===== config.mk =====
export PLATFORM = sky130hd
export DESIGN_NAME = lspb_queue
export DESIGN_NICKNAME = d
export VERILOG_FILES = /design/src/design/lspb_pkg.sv /design/src/design/lspb_queue.sv
export SDC_FILE = /design/constraint.sdc
export NUM_CORES = 1
export LEC_CHECK = 0
export BUFFER_PORTS_ARGS = -buffer_cell sky130_fd_sc_hd__buf_4
export CORE_MARGIN = 2
export CORE_UTILIZATION = 45
export CTS_CLUSTER_DIAMETER = 150
export DETAILED_ROUTE_END_ITERATION = 10
export GPL_ROUTABILITY_DRIVEN = 0
export PLACE_DENSITY = 0.7
export SYNTH_ARGS = -nofsm -noshare
export SYNTH_HDL_FRONTEND = slang
export SYNTH_SLANG_ARGS = --single-unit

===== constraint.sdc =====
create_clock -name clk -period 5.63 [get_ports clk]
set_input_delay 0.2815 -clock clk [delete_from_list [all_inputs] [get_ports clk]]
set_output_delay 0.2815 -clock clk [all_outputs]
set_load 0.03 [all_outputs]

===== src/design/lspb_pkg.sv =====
`timescale 1ns / 1ps
// ----------------------------------------------------------------------------
// LSPB setpoint package
// Shared widths, codes and item types of the LSPB setpoint generator.
// ----------------------------------------------------------------------------
package lspb_pkg;

  localparam int POS_W   = 32;
  localparam int TIME_W  = 16;
  localparam int DUR_W   = TIME_W - 1;
  localparam int SQ_W    = 2 * DUR_W;
  localparam int POLY_W  = SQ_W + 7;
  localparam int MAG_W   = POLY_W - 1;
  localparam int HALF_W  = MAG_W / 2;
  localparam int PP_W    = POS_W + HALF_W;
  localparam int NUM_W   = POS_W + MAG_W;
  localparam int DEN_W   = SQ_W + 2;
  localparam int DIV_N   = POS_W;

  localparam logic REG_DURATION = 1'b0;
  localparam logic REG_TARGET   = 1'b1;

  localparam logic [1:0] REGION_ACCEL  = 2'd0;
  localparam logic [1:0] REGION_CRUISE = 2'd1;
  localparam logic [1:0] REGION_DECEL  = 2'd2;

  typedef struct packed {
    logic             err;
    logic             at_end;
    logic [1:0]       region;
    logic [DUR_W-1:0] tu;
    logic [SQ_W-1:0]  tt;
    logic [SQ_W-1:0]  ttf;
    logic [SQ_W-1:0]  tftf;
  } front_item_t;

  typedef struct packed {
    logic             err;
    logic             at_end;
    logic             neg;
    logic             ovf;
    logic [DEN_W-1:0] den;
    logic [DEN_W-1:0] rem;
    logic [POS_W-1:0] lo;
    logic [POS_W-1:0] q;
  } div_stage_t;

endpackage


===== src/design/lspb_queue.sv =====
`timescale 1ns / 1ps
// ----------------------------------------------------------------------------
// LSPB item queue
// Two-entry queue that decouples the front end from the arithmetic back end.
// ----------------------------------------------------------------------------
module lspb_queue (
  input  logic                  clk,
  input  logic                  rst_n,
  input  logic                  push_valid,
  output logic                  push_ready,
  input  lspb_pkg::front_item_t push_item,
  output logic                  pop_valid,
  input  logic                  pop_ready,
  output lspb_pkg::front_item_t pop_item
);
  import lspb_pkg::*;

  front_item_t mem_r [2];
  logic        wr_ptr_r, wr_ptr_nxt;
  logic        rd_ptr_r, rd_ptr_nxt;
  logic [1:0]  count_r, count_nxt;
  logic        push, pop;

  assign push_ready = (count_r != 2'd2);
  assign pop_valid  = (count_r != 2'd0);
  assign push       = push_valid && push_ready;
  assign pop        = pop_valid && pop_ready;
  assign pop_item   = mem_r[rd_ptr_r];

  always_comb begin
    wr_ptr_nxt = wr_ptr_r ^ push;
    rd_ptr_nxt = rd_ptr_r ^ pop;
    count_nxt  = count_r + {1'b0, push} - {1'b0, pop};
  end

  always_ff @(posedge clk) begin
    if (!rst_n) begin
      wr_ptr_r <= 1'b0;
      rd_ptr_r <= 1'b0;
      count_r  <= 2'd0;
    end else begin
      wr_ptr_r <= wr_ptr_nxt;
      rd_ptr_r <= rd_ptr_nxt;
      count_r  <= count_nxt;
    end
    if (push) begin
      mem_r[wr_ptr_r] <= push_item;
    end
  end

endmodule


# ---- Yosys cells after proc, flatten, opt, wreduce, memory -nomap -nowiden
# Memory sizes are Yosys's and may differ from the RTL's. A register that Yosys moved wholly into a read port is not among the register bits.
# Cells that the tools add are included.
dict set report word_totals {
  in_bits 113
  latchBits 0
  rom_bits 0
  elab_cells 15
  mem_count 1
  register_bits 4
  mem_bits_rw 218
  output_inout_bits 111
}
# name words word_bits read_ports rd_ports_with_merged_regs write_ports line
set mem_list {}
lappend mem_list {mem_r 2 109 1 1 1 lspb_queue.sv:18} ;# front_item_t mem_r [2];
dict set report classes {
  n_mul 0
  n_addsub 2
  bitwise_logic 2
  div_mod_pow 0
  eq_ne 1
  n_reduce_logical 3
  order_cmp 0
  shifts 0
  muxes 3
}
# operator n
set op_table {}
lappend op_table {{two-way mux 1 bit} 3}
lappend op_table {{adder 2 x 1 -> 2 bit} 1}
lappend op_table {{logical AND 1 bit} 2}
lappend op_table {{inequality test 2 bit (second input constant)} 1}
lappend op_table {{nonzero test 2 bit} 1}
lappend op_table {{subtractor 2 x 1 -> 2 bit} 1}
lappend op_table {{XOR 1 bit} 2}

# ---- Longest topological paths before layout
dict set report depth {
  depth_word 4
  depth_mapped 6
  depth_no_buf 6
}

# ---- Least setup slack after synthesis
# OpenSTA, ideal clock, no wires.
dict set report synth_timing {
  path_type {register to register}
  from {reg count_r[0]}
  to {mem mem_r[0][0] in the netlist's numbering (enable)}
  stages_incl_launch_ff 4
  period_less_slack_ps 3963
  slack_ps 1667
  required_ps 5149
  n_path_buf 0
  arrival_time_ps 3482
  setup_ps 481
  path_cell_list {dfxtp_1 -> nand2b_1 -> and2_1 -> ha_1}
}
dict set report synth_between {
  elab_chain_len 4
}
# item line
set synth_lines {}
lappend synth_lines {{from (decl)} lspb_queue.sv:21} ;# logic [1:0] count_r, count_nxt;
lappend synth_lines {{from (signal assigned)} lspb_queue.sv:44} ;# count_r <= count_nxt;
lappend synth_lines {{inequality test 2 bit} lspb_queue.sv:24} ;# assign push_ready = (count_r != 2'd2);
lappend synth_lines {{via push_ready} lspb_queue.sv:10} ;# output logic push_ready,
lappend synth_lines {{logical AND 1 bit} lspb_queue.sv:26} ;# assign push = push_valid && push_ready;
lappend synth_lines {{two-way mux 1 bit} lspb_queue.sv:46} ;# if (push) begin
lappend synth_lines {{two-way mux 1 bit (not written as such)} lspb_queue.sv:47} ;# mem_r[wr_ptr_r] <= push_item;
lappend synth_lines {{to (decl)} lspb_queue.sv:18}
# The timed path passes the listed nets, and every way through them passes these cells.

==> impl_metrics.ini <==
[run_status]
status = finished clean

[clock_network]
clockRootBuffer = clkbuf_16
clk_path_buf_depth = 3
cts_setup_buffers = 0
holdBufCountCts = 109
ctsResizeCount = 0
cts_made_buffers = 23
htree_levels = 1
path_clk_slew_ns = 0.06
tritoncts = done
clk_latency_ns = 0.50
cts.sinks = 223

[floorplan]
coreArea_um2 = 17840
io_pins = 224
start_util_pct = 45.70
die_height_um = 138.6
rows = 49
die_x_um = 138.6
die_area_um2 = 19210

[routing]
drc_errors = 0
viasPerCell = 4.768
final_antenna_net_count = 0
wirelength_um = 16510
drt_iter0_markers = 202
firstDrtPassIters = 4
vias = 4582
wire_per_inst_um = 17.17

[timing]
tns_ns = 0
grt_setup_unrepaired = false
final-hold-violation-count = 0
fmax_mhz = 331.9
period_share_pct = 53.52
worst_pin_slew_ns = 1.039
setup_violations = 0
period_needed_ns = 3.013
setup_slack_ns = 2.617
max_slew_margin_pct = 30.74
holdWs_ns = 0.02738
finalClockSkew_ns = 0.009567
final_max_slew_viol_count = 0

[placed_design]
dp_hpwl_um = 10040
placed_area_um2 = 10080
dpl.cell_count = 811
port-buffer-count = 223
place_ws_ns = 2.988

[cells_and_area]
instances_no_fill = 961
antenna_cells = 0
post_route_cells_drive_above_1_share_pct = 51.37
utilization_pct = 66.91
nNetsFinal = 831
design_area_um2 = 11940
fill_cells = 1191
area_growth_pct = 46.41

[yosys]
synth_area_um2 = 8153
synth-seq-cells = 223
ys_types = 22
ys_seq_area_share_pct = 81.52
ys.warnings.count = 0
syn-mean-instance-area_um2 = 22.15
postSynthNetCount = 483
netlist_instances = 368

[pwr]
finalPower_mw = 5.089
peakVddDrop_v = 0.0003278
power.leakage_nw = 4.499
power_density_nw_per_um2 = 426.3

[setup_path]
end_kind = output port
reg2reg_slack_ns = 3.03
arrival_ns = 2.73
crit_path_max_fanout = 55
critPathLaunchType = register
worstSetupPathType = register to output port
worstPathRequired_ns = 5.35
reg2reg_depth = 4
r2r_end = mem_r[0][69]
crit_end = pop_item[48]
reg2reg_from = count_r[0]

[job]
max_cap_viol_count = 0

[hold_path]
hold_path_class = primary input to register

[global_routing]
grt_max_degree = 75
grtUsageTotal_pct = 16.89
grt_pass1_wl_um = 26120
grt_pass1_vias = 5152
grt_antenna_before_repair = 0
grt-ovfl-total = 0
power breakdown:
group / internal (mW) / switching, mW
Sequential: 2.06 / 0.0897
Clock: 0.931 / 0.597
Combinational: 0.616 / 0.797
Total: 3.60 / 1.48
synth_stat cells:
library cell	count	area [um^2]
edfxtp_1	218	6546
mux2_2	99	1115
mux2_4	10	150.1
buf_2	9	45.04
dfxtp_1	5	100.1
and2_1	4	25.02
buf_6	3	33.78
ha_1	2	25.02
nand2b_1	2	12.51
nor2_1	2	7.510
nor2b_1	2	12.51
o21ai_0	2	10.01
a211oi_1	1	7.510
a21bo_2	1	10.01
a32oi_1	1	8.760
and3_1	1	6.260
inv_1	1	3.750
mux2i_1	1	10.01
nand2_1	1	3.750
nand3_1	1	5.000
or2_2	1	6.260
xnor2_1	1	8.760
worst max-delay path, cell delays in order, from the launching register on:
cell	delay, ns
dfxtp_4	0.83
buf_4	0.71
mux2_2	0.43
buf_4	0.17
metal layers:
metal	vias up	global-route usage [%]	wire (um)
met2	165	30.88	8496
met5	-	0	0
met4	0	4.995	378
met1	2231	19.26	6470
met3	29	4.903	1160
li1	2157	-	-
worst min path at each step:
stage	from	to	slack [ns]	depth (start not counted)
after floorplan	push_item[0]	mem_r[0][0]	0.38	0
after global placement	push_item[19]	mem_r[0][19]	0.47	1
after detailed placement	push_item[39]	mem_r[0][39]	0.47	1
after CTS	rst_n	count_r[0]	0.01	2
after global routing	rst_n	rd_ptr_r	0.03	2
final	rst_n	count_r[0]	0.03	2
cells in the final DEF (no fill, tap or decap):
cell,instances
buf_4,226
edfxtp_1,218
dlygate4sd3_1,109
mux2_2,99
clkbuf_16,23
mux2_4,10
clkinv_2,6
and2_1,4
bufinv_16,4
dfxtp_1,4
clkinvlp_4,3
clkinv_1,3
nand2b_1,2
nor2b_1,2
o21ai_0,2
nor2_1,2
clkbuf_1,2
or2_2,1
inv_1,1
a211oi_1,1
nand3_1,1
xnor2_1,1
and3_4,1
nand2_1,1
a21bo_2,1
a32oi_1,1
mux2i_1,1
ha_1,1
ha_4,1
dfxtp_4,1
cells by family (layout without fill, tap and decap cells):
family                   count (synthesis)  in the layout  share of synthesized area (%)
AO/OA/AOI/OAI                            5              5                         0.4451
adder cells (fa/ha/maj)                  2              2                         0.3069
XOR/XNOR                                 1              1                         0.1074
AND/OR/NAND/NOR                         14             14                         0.9668
multiplexers                           110            110                          15.64
buffers and inverters                   13            377                          1.013
flip-flops                             223            223                          81.52
final cells by class:
class,count,area [um^2],area share [%]
clock inverter,16,183.9,1.541
clock buffer,25,583.1,4.885
tap,229,286.5,2.400
multi-input combinational,132,1441,12.08
sequential,223,6650,55.71
inverter,1,3.754,0.03145
timing repair buffer,335,2788,23.35
state kept, by name, summed over array words and instances, names as in the netlist, named ones only:
signal    cells
mem_r       218
count_r       2
rd_ptr_r      1
wr_ptr_r      1
Note: power is estimated with default switching activity, not from simulation.
