**config.mk**
```make
export PLATFORM = sky130hd
export DESIGN_NAME = lspb_front
export DESIGN_NICKNAME = d
export VERILOG_FILES = /design/src/design/lspb_pkg.sv /design/src/design/lspb_front.sv
export SDC_FILE = /design/constraint.sdc
export NUM_CORES = 1
export LEC_CHECK = 0
export BUFFER_PORTS_ARGS = -buffer_cell sky130_fd_sc_hd__buf_4
export CAP_MARGIN = 10
export CORE_AREA = 2 2 251 253
export DETAILED_ROUTE_END_ITERATION = 10
export DIE_AREA = 0 0 253 255
export MAX_ROUTING_LAYER = met4
export PLACE_DENSITY_LB_ADDON = 0.1
export SETUP_SLACK_MARGIN = 0.2
export SLEW_MARGIN = 10
export SYNTH_ARGS = -nofsm -noshare
export SYNTH_HDL_FRONTEND = slang
export SYNTH_SLANG_ARGS = --single-unit
```
**constraint.sdc**
```tcl
create_clock -name clk -period 7.7 [get_ports clk]
set_clock_uncertainty 0.1 [all_clocks]
set_input_delay 1.54 -clock clk [delete_from_list [all_inputs] [get_ports clk]]
set_output_delay 1.54 -clock clk [all_outputs]
set_load 0.01 [all_outputs]
```
**src/design/lspb_pkg.sv**
```systemverilog
`timescale 1ns / 1ps
// ----------------------------------------------------------------------------
// LSPB setpoint package
// Shared widths, codes and item types of the LSPB setpoint generator.
// ----------------------------------------------------------------------------
package lspb_pkg;

  localparam int POS_W   = 32;
  localparam int TIME_W  = 16;
  localparam int DUR_W   = TIME_W - 1;
  localparam int SQ_W    = 2 * DUR_W;
  localparam int POLY_W  = SQ_W + 7;
  localparam int MAG_W   = POLY_W - 1;
  localparam int HALF_W  = MAG_W / 2;
  localparam int PP_W    = POS_W + HALF_W;
  localparam int NUM_W   = POS_W + MAG_W;
  localparam int DEN_W   = SQ_W + 2;
  localparam int DIV_N   = POS_W;

  localparam logic REG_DURATION = 1'b0;
  localparam logic REG_TARGET   = 1'b1;

  localparam logic [1:0] REGION_ACCEL  = 2'd0;
  localparam logic [1:0] REGION_CRUISE = 2'd1;
  localparam logic [1:0] REGION_DECEL  = 2'd2;

  typedef struct packed {
    logic             err;
    logic             at_end;
    logic [1:0]       region;
    logic [DUR_W-1:0] tu;
    logic [SQ_W-1:0]  tt;
    logic [SQ_W-1:0]  ttf;
    logic [SQ_W-1:0]  tftf;
  } front_item_t;

  typedef struct packed {
    logic             err;
    logic             at_end;
    logic             neg;
    logic             ovf;
    logic [DEN_W-1:0] den;
    logic [DEN_W-1:0] rem;
    logic [POS_W-1:0] lo;
    logic [POS_W-1:0] q;
  } div_stage_t;

endpackage

```
**src/design/lspb_front.sv**
```systemverilog
`timescale 1ns / 1ps
// ----------------------------------------------------------------------------
// LSPB front end
// Accepts time ticks, classifies the profile segment and forms the squares.
// ----------------------------------------------------------------------------
module lspb_front (
  input  logic                         clk,
  input  logic                         rst_n,
  input  logic                         in_valid,
  output logic                         in_ready,
  input  logic [lspb_pkg::TIME_W-1:0]  in_time_tick,
  input  logic [lspb_pkg::DUR_W-1:0]   tf,
  output logic                         item_valid,
  input  logic                         item_ready,
  output lspb_pkg::front_item_t        item
);
  import lspb_pkg::*;

  logic             valid_r, valid_nxt;
  front_item_t      item_r, item_nxt;
  logic             in_fire;
  logic             neg_t;
  logic [DUR_W-1:0] tu;
  logic [DUR_W+1:0] t4;
  logic [DUR_W+1:0] tf3;

  assign in_ready = !valid_r || item_ready;
  assign in_fire  = in_valid && in_ready;
  assign neg_t    = in_time_tick[TIME_W-1];
  assign tu       = neg_t ? '0 : in_time_tick[DUR_W-1:0];
  assign t4       = {tu, 2'b00};
  assign tf3      = {2'b00, tf} + {1'b0, tf, 1'b0};

  always_comb begin
    item_nxt        = item_r;
    item_nxt.err    = neg_t;
    item_nxt.at_end = !neg_t && (tu == tf);
    if (t4 < {2'b00, tf}) begin
      item_nxt.region = REGION_ACCEL;
    end else if (t4 < tf3) begin
      item_nxt.region = REGION_CRUISE;
    end else begin
      item_nxt.region = REGION_DECEL;
    end
    item_nxt.tu   = tu;
    item_nxt.tt   = SQ_W'(tu) * SQ_W'(tu);
    item_nxt.ttf  = SQ_W'(tu) * SQ_W'(tf);
    item_nxt.tftf = SQ_W'(tf) * SQ_W'(tf);
    valid_nxt     = in_fire || (valid_r && !item_ready);
  end

  always_ff @(posedge clk) begin
    if (!rst_n) begin
      valid_r <= 1'b0;
    end else begin
      valid_r <= valid_nxt;
    end
    if (in_fire) begin
      item_r <= item_nxt;
    end
  end

  assign item_valid = valid_r;
  assign item       = item_r;

endmodule

```
=== Word-level counts from Yosys, hierarchy flattened ===
Cells that the tools add are included.

* Div/mod/pow operators: 0
* Reductions and logical operators: 8
* Add/subtract/negate cells: 1
* Magnitude comparators: 2
* Equality and inequality tests: 1
* Multiply operators: 3
* Shift operators: 0
* Muxes and demuxes: 2
* Bitwise logic cells: 0

{| class="wikitable"
|+ Operators by type and width
! cell !! number
|-
| 15-bit by 15-bit multiplier with 30-bit output || 3
|-
| 15-bit by 16-bit adder with 17-bit output || 1
|-
| 17-bit by 15-bit < comparator with 1-bit output || 1
|-
| 17-bit < comparator || 1
|-
| 15-bit equality test || 1
|-
| 15-bit 2-to-1 mux || 1
|-
| 1-bit logical AND || 3
|-
| 1-bit logical NOT || 3
|-
| 1-bit logical OR || 2
|-
| 2-bit 2-to-1 mux || 1
|}

* Bits in registers: 110
* Memories: 0
* Logic and storage cells: 25
* Bits in read-only memories: 0
* Bits of input ports: 35
* Output and inout bits: 111
* Bits in latches: 0
* Bits in writable memories: 0

=== Depth between registers and ports, before layout ===
* Word-level depth: 4
* Mapped depth: 26
* Mapped depth without buffers: 24

=== Least setup slack after synthesis ===
No wires, ideal clock.

* Kind: input to register
* Start: in in_time_tick[15] (netlist name)
* End: reg item_r (netlist bit item[86]), data pin
* Setup slack: -0.020 ns
* Stages on the path: 23
* Data required time: 7.336 ns
* Path buffers: 3
* Library setup time: 0.264 ns
* Arrival time: 7.356 ns
* Cells stage by stage: clkbuf_1 -> nor2b_1 -> clkbuf_1 -> clkbuf_1 -> nand2_1 -> fa_1 -> fa_1 -> inv_1 -> fa_1 -> fa_1 -> fa_1 -> inv_1 -> fa_1 -> inv_1 -> ha_1 -> a21oi_1 -> nor2b_1 -> o31a_1 -> o31ai_2 -> a31oi_1 -> or4_1 -> o311ai_1 -> xnor2_1

{| class="wikitable"
|+ RTL lines
! what !! RTL line !! RTL
|-
| start: declaration || lspb_front.sv:11 || <nowiki>input logic [lspb_pkg::TIME_W-1:0] in_time_tick,</nowiki>
|-
| end signal: assignment || lspb_front.sv:59 || <nowiki>item_r <= item_nxt;</nowiki>
|-
| end: declaration || lspb_front.sv:20 || <nowiki>front_item_t item_r, item_nxt;</nowiki>
|}

==> impl_results.md <==
- Outcome: finished clean
- Critical path arrival: 7.45 ns
- Leading cell types in the layout, fill and taps excluded: inv_1 (658), fa_1 (440), buf_4 (377), ha_1 (350), nand2_1 (207)
- Gr ovfl total: 0
- Vias in the first global route: 19,284
- Initial detailed-routing violation count: 898
- PortBufs: 143
- CP required: 7.76 ns
- Vias/cell: 4.85
- Core Util, Final: 46.3%
- Async S/R FF share, synth: 0%
- Max-cap check violation count: 0
- Effective utilization at floorplan: 39.4%
- Fin nets: 3,722
- Design area: 28,800 sq um
- CTS tree: built
- Antenna violations before repair: 1
- Sink Count: 107
- Placement row count: 92
- CTS max path bufs: 2
- Core ar.: 62,200 sq um
- HP Class: reg2reg
- Setup crit start kind: input pin
- Clk Latency, worst-skew pair: 0.41 ns
- Final HPWL DP: 52,900 um
- Total power: 9.24 mW
- Area post-placement: 28,300 sq um
- YS warnings: 0
- Cell variety after synth: 62
- Most common cell after layout, fill and taps aside: inv_1
- Clock transition at path regs: 0.08 ns
- Worst VDD drop: 477 uV
- CTS root buf: clkbuf_16
- Post-synth EDFFs: 106
- TritonCTS buffer count: 9
- Share of layout cells above drive strength 1: 15.8%
- Worst setup path category: in2reg
- Horiz. Die Dim: 253 um
- Largest net degree at the start of global routing: 63
- H-tree levels: 3
- Fmax achieved: 135 MHz
- Die area: 64,500 sq um
- Slew @ Worst Pin: 0.884 ns
- DRT Wirelength: 62,200 um
- Period utilization: 96.0%
- Synthesized cell area: 24,500 sq um
- CP Capture Type: register
- Crit path time final: 7.40 ns
- Leading register cell type out of synthesis: edfxtp_1
- First-pass iteration count of the detailed router: 5
- Number of I/O pins: 146
- Synth Instances: 2,562
- GRT Total Usage: 21.1%
- Die height: 255 um
- RSZ-0062 raised after global routing: yes
- Vias: 17,939
- Global-route wire length before repair: 102,000 um
- Remaining antenna violation count: 0
- Max Slew Vio Count: 0
- DRC Markers: 0
- Synth-to-Final Area Change: 17.5%
- PwrDens: 321 nW/um^2
- Drt wl/cell: 16.8 um
- Leak Pwr: 15.3 nW
- Final hold violation count: 0
- Synth Register Bits: 107
- Mean Syn Cell Area: 9.56 sq um
- Slew HR: 41.1%
- Sequential element share of the synthesized area: 13.1%
- Crit path max fanout: 12
- Setup violators final: 0
- Final Wtd Congestion: 0.867
-- flip-flops by register name, summed over array words and instances, names as in the netlist --
| signal | count |
|---|---|
| item | 106 |
| item_valid | 1 |
-- power by group --
part	switching [mW]	total, mW	internal, mW
Sequential	0.0547	1.21	1.16
Clock	0.291	0.520	0.229
Combinational	3.94	7.51	3.57
-- through the flow --
stage	TNS, ns	instances	worst slack, ns	hold WS (ns)
2_1_floorplan	0	2563	0.167	0.510
3_3_place_gp	-1.30	3680	-0.254	0.419
3_5_place_dp	-2.73	3680	-0.381	0.439
4_1_cts	0	3696	0.213	0.451
5_1_grt	0	3700	0.119	0.501
6_report	0	3700	0.305	0.449
-- synthesized netlist by cell type, drive strengths merged (3+ instances only) --
library cell	n	share of area (%)
a21o	35	1.1
o31a	3	0.11
nor2b	26	0.66
fa	440	36
nor3	12	0.25
o311ai	4	0.14
edfxtp	106	13
xnor2	73	2.6
buf	6	0.14
xor2	30	1.1
ha	352	18
a211oi	9	0.30
a41oi	4	0.17
a21boi	4	0.12
nand3	12	0.25
o211ai	8	0.25
or3	7	0.18
nor4	4	0.10
o21a	5	0.15
and2	151	3.9
inv	658	10
nand4	12	0.31
and3	6	0.15
o21ai	48	1.0
a31oi	9	0.26
mux2	3	0.14
nand2b	4	0.10
clkbuf	63	0.97
clkinv	7	0.11
o31ai	4	0.14
o21bai	18	0.55
nor2	112	1.7
or2	6	0.15
a21oi	87	1.8
a31o	4	0.14
nand2	208	3.2
-- final timing paths --
path / from / endpoint / slack (ns) / cells after the start
setup / recovery: in_time_tick[15] / item[86] / 0.30 / 24
hold / removal: item_valid / item_valid / 0.45 / 2
setup reg to reg: item_valid / item[88] / 5.37 / 3
hold reg to reg: item_valid / item_valid / 0.45 / 2
-- layer usage --
metal  part of all wire [%]  GRT usage, %
met2                     48          34.4
met4                    1.2          4.01
met1                     47          28.9
met3                    3.9          2.09
met5                      0             -
-- final cells by class --
cell class                 count  area [sq um]
fill                        6089         33400
multi-input combinational   1722         18700
sequential                   107          3200
timing repair buffer         390          3060
inverter                     665          2500
tap                          799          1000
clock buffer                   9           225
clock inverter                 7          66.3
antenna                        1          2.50
-- cell families after synthesis --
logic type,synth area share (%)
adder cells (fa/ha/maj),54.0
buffers and inverters,11.3
AND/OR/NAND/NOR,11.0
AO/OA/AOI/OAI,6.74
flip-flops,13.1
XOR/XNOR,3.68
multiplexers,0.179
other,0.0153
-- worst max-delay path, cell delays in order --
cell      delay (ns)
buf_6           0.14
buf_4           0.17
nor2b_4         0.14
buf_12          0.14
buf_4           0.14
nand2_1         0.07
fa_1            0.47
fa_1            0.50
inv_1           0.05
fa_1            0.49
fa_1            0.50
fa_1            0.49
inv_1           0.05
fa_1            0.47
inv_1           0.04
ha_1            0.30
a21oi_1         0.14
nor2b_1         0.08
o31a_1          0.37
o31ai_4         0.29
a31oi_2         0.16
or4_4           0.50
o311ai_2        0.09
xnor2_1         0.11
-- timing repair --
item	4_1_cts	5_1_grt
endpoints found under the setup margin	3	29
setup buffers	0	3
gates resized for setup	2	40
hold buffers	0	0
pin swaps	0	14
(Power assumes the default switching activity.)
